### config.mk
export PLATFORM = sky130hd
export DESIGN_NAME = glq_ctrl
export DESIGN_NICKNAME = d
export VERILOG_FILES = /design/src/rtl/glq_pkg.sv /design/src/rtl/glq_ctrl.sv
export VERILOG_INCLUDE_DIRS = /design/src /design/src/rtl
export SDC_FILE = /design/constraint.sdc
export NUM_CORES = 1
export LEC_CHECK = 0
export ABC_AREA = 1
export BUFFER_PORTS_ARGS = -buffer_cell sky130_fd_sc_hd__buf_2
export CORE_MARGIN = 3
export CORE_UTILIZATION = 30
export DETAILED_ROUTE_END_ITERATION = 16
export HOLD_SLACK_MARGIN = 0.15
export PLACE_DENSITY_LB_ADDON = 0.12
export SYNTH_ARGS = -nofsm -noshare
export SYNTH_HDL_FRONTEND = slang
export SYNTH_SLANG_ARGS = --single-unit
### constraint.sdc
create_clock -name i_clk -period 1.5 [get_ports i_clk]
set_input_delay 0.15 -clock i_clk [delete_from_list [all_inputs] [get_ports i_clk]]
set_output_delay 0.15 -clock i_clk [all_outputs]
set_load 0.005 [all_outputs]
### src/rtl/glyph_quad_layout_macros.svh
// Assertion helpers for the RTL files; glq_ctrl.sv includes them.
`ifndef GLYPH_QUAD_LAYOUT_MACROS_SVH
`define GLYPH_QUAD_LAYOUT_MACROS_SVH

// Same-cycle implication, sampled on i_clk, off during reset.
`define GLQ_ASSERT_NOW(lbl, ante, cons, msg) \
    lbl: assert property (@(posedge i_clk) disable iff (!i_rst_n) (ante) |-> (cons)) \
        else $error(msg);

// Next-cycle implication, sampled on i_clk, off during reset.
`define GLQ_ASSERT_NEXT(lbl, ante, cons, msg) \
    lbl: assert property (@(posedge i_clk) disable iff (!i_rst_n) (ante) |=> (cons)) \
        else $error(msg);

`endif

### src/rtl/glq_pkg.sv
`timescale 1ns / 1ps
package glq_pkg;

    localparam int COORD_W = 24;
    localparam int TEX_W   = 17;
    localparam int VB_W    = 14;
    localparam int DIM_W   = 23;
    localparam int SAT_W   = 48;
    localparam int DEN_W   = 15;

    localparam logic [6:0]  NEWLINE_CODE = 7'd10;
    localparam int          ADV_SHIFT    = 6;
    localparam logic [16:0] TEX_ONE      = 17'd65536;
    localparam logic signed [SAT_W-1:0] COORD_MAX = SAT_W'(8388607);
    localparam logic signed [SAT_W-1:0] COORD_MIN = -SAT_W'(8388608);

    // configuration register indexes
    localparam logic [1:0] CFG_SIZE_PX   = 2'd0;
    localparam logic [1:0] CFG_FONT_BASE = 2'd1;
    localparam logic [1:0] CFG_ATLAS_DIM = 2'd2;

    // divide operations, in the order they run for one character
    localparam logic [3:0] OP_BX   = 4'd0;
    localparam logic [3:0] OP_HBY  = 4'd1;
    localparam logic [3:0] OP_W    = 4'd2;
    localparam logic [3:0] OP_H    = 4'd3;
    localparam logic [3:0] OP_ADV  = 4'd4;
    localparam logic [3:0] OP_AX   = 4'd5;
    localparam logic [3:0] OP_AY   = 4'd6;
    localparam logic [3:0] OP_AXW  = 4'd7;
    localparam logic [3:0] OP_AYH  = 4'd8;

    localparam logic [1:0] CORNER_TL = 2'd0;
    localparam logic [1:0] CORNER_BL = 2'd1;
    localparam logic [1:0] CORNER_BR = 2'd2;
    localparam logic [1:0] CORNER_TR = 2'd3;

    typedef struct packed {
        logic                action;
        logic [6:0]          char_code;
        logic                last_char;
        logic [7:0]          glyph_w;
        logic [7:0]          glyph_h;
        logic signed [7:0]   bear_x;
        logic signed [7:0]   bear_y;
        logic [11:0]         atlas_px_x;
        logic [11:0]         atlas_px_y;
        logic [15:0]         advance_26_6;
    } t_in_item;

    typedef struct packed {
        logic signed [COORD_W-1:0] vert_x;
        logic signed [COORD_W-1:0] vert_y;
        logic [TEX_W-1:0]          tex_u;
        logic [TEX_W-1:0]          tex_v;
        logic [1:0]                corner;
        logic [VB_W-1:0]           vertex_base;
        logic                      gap;
        logic                      last;
        logic [DIM_W-1:0]          text_width;
        logic [DIM_W-1:0]          text_height;
    } t_out_item;

    typedef struct packed {
        logic [7:0]        w;
        logic [7:0]        h;
        logic signed [7:0] bx;
        logic signed [7:0] by;
        logic [11:0]       ax;
        logic [11:0]       ay;
        logic [15:0]       adv;
    } t_glyph;

    typedef struct packed {
        logic       accept;
        logic       start_str;
        logic       div_go;
        logic       div_store;
        logic [3:0] div_op;
        logic       calc;
        logic       nl_upd;
        logic       emit;
        logic [1:0] emit_corner;
        logic       finish;
    } t_cmd;

    typedef struct packed {
        logic in_load;
        logic newline;
        logic started;
        logic div_done;
        logic out_free;
    } t_stat;

    function automatic logic signed [COORD_W-1:0] sat_coord(
        input logic signed [SAT_W-1:0] v);
        logic signed [SAT_W-1:0] r;
        r = v;
        if (v > COORD_MAX) r = COORD_MAX;
        if (v < COORD_MIN) r = COORD_MIN;
        return r[COORD_W-1:0];
    endfunction

    function automatic logic [DIM_W-1:0] clamp_dim(input logic signed [SAT_W-1:0] v);
        logic signed [SAT_W-1:0] r;
        r = v;
        if (v > COORD_MAX) r = COORD_MAX;
        if (v < SAT_W'(0)) r = SAT_W'(0);
        return r[DIM_W-1:0];
    endfunction

endpackage

### src/rtl/glq_ctrl.sv
`timescale 1ns / 1ps
`include "glyph_quad_layout_macros.svh"
module glq_ctrl
    import glq_pkg::*;
(
    input  logic  i_clk,
    input  logic  i_rst_n,
    input  logic  i_in_valid,
    output logic  o_in_ready,
    input  t_stat i_stat,
    output t_cmd  o_cmd
);

    typedef enum logic [2:0] {
        S_IDLE,
        S_READ,
        S_DIV_GO,
        S_DIV_WAIT,
        S_CALC,
        S_NL,
        S_EMIT
    } t_state;

    t_state     r_state, n_state;
    logic [3:0] r_op, n_op;
    logic [1:0] r_corner, n_corner;
    logic       final_emit;

    assign final_emit = i_stat.newline || (r_corner == CORNER_TR);

    always_comb begin
        n_state          = r_state;
        n_op             = r_op;
        n_corner         = r_corner;
        o_in_ready       = 1'b0;
        o_cmd            = '0;
        o_cmd.div_op     = r_op;
        o_cmd.emit_corner = r_corner;
        case (r_state)
            S_IDLE: begin
                o_in_ready   = 1'b1;
                o_cmd.accept = i_in_valid;
                // loads finish at the accept edge
                if (i_in_valid && !i_stat.in_load) n_state = S_READ;
            end
            S_READ: begin
                o_cmd.start_str = !i_stat.started;
                n_op            = OP_BX;
                n_corner        = CORNER_TL;
                n_state         = i_stat.newline ? S_NL : S_DIV_GO;
            end
            S_DIV_GO: begin
                o_cmd.div_go = 1'b1;
                n_state      = S_DIV_WAIT;
            end
            S_DIV_WAIT: begin
                if (i_stat.div_done) begin
                    o_cmd.div_store = 1'b1;
                    if (r_op == OP_AYH) begin
                        n_state = S_CALC;
                    end else begin
                        n_op    = r_op + 1'b1;
                        n_state = S_DIV_GO;
                    end
                end
            end
            S_CALC: begin
                o_cmd.calc = 1'b1;
                n_state    = S_EMIT;
            end
            S_NL: begin
                o_cmd.nl_upd = 1'b1;
                n_state      = S_EMIT;
            end
            S_EMIT: begin
                if (i_stat.out_free) begin
                    o_cmd.emit = 1'b1;
                    if (final_emit) begin
                        o_cmd.finish = 1'b1;
                        n_state      = S_IDLE;
                    end else begin
                        n_corner = r_corner + 1'b1;
                    end
                end
            end
            default: n_state = S_IDLE;
        endcase
    end

    always_ff @(posedge i_clk) begin
        if (!i_rst_n) begin
            r_state  <= S_IDLE;
            r_op     <= '0;
            r_corner <= '0;
        end else begin
            r_state  <= n_state;
            r_op     <= n_op;
            r_corner <= n_corner;
        end
    end

    `GLQ_ASSERT_NOW(a_emit_free, o_cmd.emit, i_stat.out_free, "result overwrites pending output")
    `GLQ_ASSERT_NOW(a_div_waited, i_stat.div_done, r_state == S_DIV_WAIT, "divide done unexpected")
    `GLQ_ASSERT_NEXT(a_place_read, o_cmd.accept && !i_stat.in_load, r_state == S_READ,
                     "place item did not start")

endmodule

==> results.sh, run 1 <==
export IMPL_die_w_um=53.0
export IMPL_dieArea_um2=2810
export IMPL_grt_total_usage=0.130
export IMPL_clk_path_buf_depth=2
export IMPL_path_class="reg -> out"
export IMPL_synth_yosys_seq_area_share=0.272
export IMPL_multi_input_area_um2=397
export IMPL_grt_start_max_net_pins=10
export IMPL_crit_family="flip-flops"
export IMPL_worst_slew_pin_slew_ns=0.226
export IMPL_critPathMaxStageDelay_ns=0.34
export IMPL_clkTransAtPathRegs_ns=0.06
export IMPL_fin_crit_sh=0.947
export IMPL_cp_cell_sequence="inv_2, buf_4, nand3_1, nor3_1, buf_2"
export IMPL_cts_hold_buf=0
export IMPL_synth_cells=109
export IMPL_synth_cell_area_um2=662
export IMPL_die_h_um=53.0
export IMPL_critPathLaunchType="flop"
export IMPL_synth_cell_type_count=19
export IMPL_layout_drive_gt1_share=0.267
export IMPL_syn_num_nets=120
export IMPL_synth_most_common_cell="nand2_1"
export IMPL_cp_slowest_cell="dfxtp_1"
export IMPL_cts_sinks=9
export IMPL_initial_core_util=0.327
export IMPL_crit_fanout=4
export IMPL_cp_buffers_inverters=3
export IMPL_hold_viol_final=0
export IMPL_met3_usage=0.0338
export IMPL_drv_cap=0
export IMPL_area_growth_pct=26.8
export IMPL_fin_nets=147
export IMPL_cts_tree="built"
export IMPL_grt_pass1_vias=657
export IMPL_ys_top_cells_by_area="dfxtp_1 (27%), nand2_1 (14%), nor2_1 (11%)"
export IMPL_n_antenna_cell=0
export IMPL_finalWeightedCongestion=0.826
export IMPL_viasPerCell=4.47
export IMPL_clk_latency_ns=0.26
export IMPL_async_flop_share=0
export IMPL_grt_pass1_wl_um=2700
export IMPL_clockRootBuffer="clkbuf_4"
export IMPL_first_iter_violations=15
export IMPL_ys_ff_latch=9
export IMPL_cts_buffers=3
export IMPL_wl_per_cell_um=10.0
export IMPL_ir_drop_mv=0.443
export IMPL_yosysTopAreaCellShare=0.272
export IMPL_finClkSkew_ns=0.00316
export IMPL_yosys_warnings=0
export IMPL_rsz0062_at_grt="yes"
export IMPL_htree_levels=1
export IMPL_required_ns=1.35
export IMPL_timing_slew_headroom=0.848
export IMPL_hp_class="in -> reg"
export IMPL_grt_ovfl_total=0
export IMPL_via_count=724
export IMPL_critPathCaptureType="output port"
export IMPL_ys_flop_type="dfxtp_1"
export IMPL_rows=16
export IMPL_routed_wirelength_um=1630
export IMPL_fin_ws_ns=0.0793
export IMPL_io_pins=23
export IMPL_yosysTopAreaCell="dfxtp_1"
export IMPL_regArea_um2=183
export IMPL_met2_usage=0.192
export IMPL_synth_edf_count=0
export IMPL_max_freq_mhz=704
export IMPL_dp_hpwl_um=1280
export IMPL_drc=0
export IMPL_period_needed_ns=1.42
export IMPL_synth_avg_cell_area_um2=6.07
export IMPL_ant_nets=0
export IMPL_synth_common_cells="nand2_1 (24), nor2_1 (20), inv_1 (19)"
export IMPL_crit_arrival_ns=1.27
export IMPL_power_density_nw_per_um2=877
export IMPL_use_met1=0.172
export IMPL_status="finished, final reports clean"
export IMPL_grt_busiest_layer="met2"
export IMPL_whs_ns=0.181
export IMPL_p_leak_nw=0.450
export IMPL_n_fill_cell=220
export IMPL_cts_setup_buffers=0
export IMPL_drtPass1Iterations=4
export IMPL_maxSlewViolCount=0
export IMPL_portBuffers=22
export IMPL_setup_tns_ns=0
export IMPL_dp_slack_ns=0.152
export IMPL_coreArea_um2=2020
export IMPL_antenna_found_initial=0
export IMPL_setup_viol=0
## layout by cell type, fill, tap and decap left out
cell,instances
a21oi_1,9
buf_2,22
buf_4,2
clkbuf_1,1
clkbuf_4,3
dfxtp_1,7
dfxtp_2,2
ha_1,3
inv_1,19
inv_2,1
nand2_1,24
nand2_2,1
nand3_1,8
nand3_4,1
nand3b_1,1
nand4_1,1
nor2_1,18
nor2_2,2
nor2_4,1
nor3_1,2
o211ai_1,1
o21ai_0,2
o21ai_1,2
o21ai_2,1
xor2_1,1
## cells by family (layout without fill, tap and decap cells)
logic type	after synthesis	after routing	share of synthesized area
and+or+nand+nor	59	59	0.388
AOI/OAI and AO/OA	15	15	0.123
DFF	9	9	0.272
adders and majority gates	3	3	0.0567
buffers and inverters	22	48	0.147
xor gates and xnor gates	1	1	0.0132
## sequential cells by signal, summed over array words and instances (netlist names)
name and cells:
r_corner 2, r_op 4, r_state 3
## power by group
part / internal [mW] / switching [mW]
Clock: 0.103 / 0.0864
Combinational: 0.106 / 0.151
Sequential: 0.262 / 0.0271
## layout make-up
class | count | share of cell area
clock buffer | 4 | 0.0313
inverter | 20 | 0.0894
multi-input combinational | 78 | 0.472
sequential | 9 | 0.218
tap | 27 | 0.0402
timing repair buffer | 24 | 0.149
## metal layers
metal / vias up / routed length [um]
met3: 4 / 92
met4: 0 / 21
met2: 18 / 672
met1: 308 / 841
met5: - / 0
li1: 394 / -
## through the flow
| step | util | cell area, um^2 | power [mW] | std cells |
|---|---|---|---|---|
| after global placement | 0.395 | 798 | 0.542 | 158 |
| final | 0.415 | 840 | 0.736 | 162 |
| after CTS | 0.408 | 826 | 0.735 | 162 |
| after floorplan | - | 662 | 0.463 | 109 |
| after global routing | 0.415 | 840 | 0.803 | 162 |
| after detailed placement | 0.395 | 798 | 0.541 | 158 |
## path summary, 6_finish.rpt
kind	from	to	slack, ns	depth (start not counted)
setup / recovery	r_state[0]	o_cmd[0]	0.08	5
setup reg to reg	r_op[0]	r_op[0]	0.17	9
hold / removal	i_rst_n	r_op[3]	0.18	3
hold reg to reg	r_corner[1]	r_corner[1]	0.48	2
## worst register-to-register path, stage by stage, from the launching register on
cell and delay, ns:
dfxtp_1 0.37, inv_1 0.09, ha_1 0.21, nand2_1 0.06, nor2_1 0.03, nand2_1 0.13
nand3_4 0.12, nand2_1 0.09, nand2_1 0.06, nor2_1 0.10
## repair_timing
action | CTS | global route
resized for setup | 1 | 6
cloned | 0 | 0
setup endpoints to repair | 1 | 6
(Power assumes the default switching activity.)
==> run 2: changes to the inputs <==
==> constraint.sdc (replaced) <==
create_clock -name i_clk -period 1.8 [get_ports i_clk]
set_input_delay 0.18 -clock i_clk [delete_from_list [all_inputs] [get_ports i_clk]]
set_output_delay 0.18 -clock i_clk [all_outputs]
set_load 0.005 [all_outputs]
==> run 2 against run 1 <==
Compared with the run above: routed wire length down 5.5%; via count up 1.7%; die area unchanged.
==> results.sh, run 2 (synthesized netlist as in run 1, its figures left out) <==
export IMPL_finalWeightedCongestion=0.825
export IMPL_path_class="reg -> out"
export IMPL_grt_ovfl_total=0
export IMPL_cts_setup_buffers=0
export IMPL_clk_latency_ns=0.26
export IMPL_die_w_um=53.0
export IMPL_area_growth_pct=22.3
export IMPL_fin_area_um2=810
export IMPL_layout_drive_gt1_share=0.226
export IMPL_worst_slew_pin_slew_ns=0.339
export IMPL_wl_per_cell_um=9.61
export IMPL_placed_area_um2=783
export IMPL_layout_common_cells="nand2_1 (24), buf_2 (22), nor2_1 (20)"
export IMPL_cts_buffers=3
export IMPL_p_leak_nw=0.439
export IMPL_critPathCaptureType="output port"
export IMPL_grt_start_max_net_pins=10
export IMPL_portBuffers=22
export IMPL_power_density_nw_per_um2=731
export IMPL_crit_arrival_ns=1.37
export IMPL_maxSlewViolCount=0
export IMPL_top_regs="r_op: 4 flops, r_state: 3 flops, r_corner: 2 flops"
export IMPL_clockRootBuffer="clkbuf_4"
export IMPL_period_needed_ns=1.55
export IMPL_ant_nets=0
export IMPL_dp_slack_ns=0.373
export IMPL_ir_drop_mv=0.404
export IMPL_clk_path_buf_depth=2
export IMPL_fin_ws_ns=0.247
export IMPL_routed_wirelength_um=1540
export IMPL_cts_tree="built"
export IMPL_drc=0
export IMPL_status="finished, final reports clean"
export IMPL_setup_tns_ns=0
export IMPL_dieArea_um2=2810
export IMPL_largest_register="r_op"
export IMPL_via_count=736
export IMPL_intPower_uw=379
export IMPL_rsz0062_at_grt="no"
export IMPL_timing_slew_headroom=0.774
export IMPL_hold_viol_final=0
export IMPL_n_antenna_cell=0
export IMPL_ctsResizeCount=0
export IMPL_die_h_um=53.0
export IMPL_rows=16
export IMPL_coreArea_um2=2020
export IMPL_finClkSkew_ns=0.00924
export IMPL_fin_crit_sh=0.863
export IMPL_power_frac_clock=0.264
export IMPL_grt_pass1_wl_um=2550
export IMPL_grt_total_usage=0.126
export IMPL_crit_fanout=9
export IMPL_htree_levels=1
export IMPL_initial_core_util=0.327
export IMPL_power_frac_seq=0.413
export IMPL_antenna_found_initial=0
export IMPL_max_freq_mhz=644
export IMPL_required_ns=1.62
export IMPL_setup_viol=0
export IMPL_netSwitchingPower_uw=213
export IMPL_viasPerCell=4.60
export IMPL_dp_hpwl_um=1260
export IMPL_cts_hold_buf=0
export IMPL_drtPass1Iterations=4
export IMPL_grt_pass1_vias=628
export IMPL_critPathLaunchType="flop"
export IMPL_n_fill_cell=243
export IMPL_fin_nets=145
export IMPL_final_common_cell="nand2_1"
export IMPL_total_power_uw=592
export IMPL_switching_share=0.360
export IMPL_drv_cap=0
export IMPL_cts_sinks=9
export IMPL_io_pins=23
export IMPL_hp_class="in -> reg"
export IMPL_power_frac_comb=0.323
export IMPL_largest_reg_flops=4
export IMPL_clkTransAtPathRegs_ns=0.07
export IMPL_first_iter_violations=9
[run 2: per-stage QoR]
| step | util | hold WS, ns | std cells |
|---|---|---|---|
| floorplan | - | 0.306 | 109 |
| CTS | 0.400 | 0.191 | 160 |
| global placement | 0.387 | 0.469 | 156 |
| detailed placement | 0.387 | 0.473 | 156 |
| finish | 0.400 | 0.192 | 160 |
| global route | 0.400 | 0.205 | 160 |
[run 2: power by group through the flow]
stage | logic, mW | registers (mW) | clock network, mW
floorplan | 0.149 | 0.237 | 0
global placement | 0.193 | 0.248 | 0
detailed placement | 0.193 | 0.249 | 0
CTS | 0.193 | 0.244 | 0.163
global route | 0.223 | 0.247 | 0.175
finish | 0.191 | 0.244 | 0.156
[run 2: final timing paths]
path / startpoint / endpoint / slack (ns) / cells past startpoint
worst min-delay path: i_rst_n / r_op[3] / 0.19 / 3
worst min register to register: r_corner[1] / r_corner[1] / 0.48 / 2
worst max register to register: r_op[0] / r_op[1] / 0.36 / 8
worst max-delay path: r_state[2] / o_cmd[3] / 0.25 / 3
[run 2: worst max-delay path, cell delays in order (launching register included)]
cell,delay (ns)
dfxtp_1,0.52
nand3_1,0.22
nor2_1,0.22
buf_2,0.15
[run 2: area by class of cell]
class | instances | area (um^2) | share of cell area
Inverter | 20 | 75.1 | 0.0927
Multi-Input combinational cell | 78 | 384 | 0.474
Clock buffer | 4 | 26.3 | 0.0325
Sequential cell | 9 | 180 | 0.223
Timing Repair Buffer | 22 | 110 | 0.136
Tap cell | 27 | 33.8 | 0.0417
[run 2: routing by layer]
layer,part of all wire,GRT usage,vias up
li1,-,-,390
met1,0.49,0.157,324
met2,0.43,0.194,20
met3,0.070,0.0282,2
met4,0.010,0.0766,0
met5,0,0,-
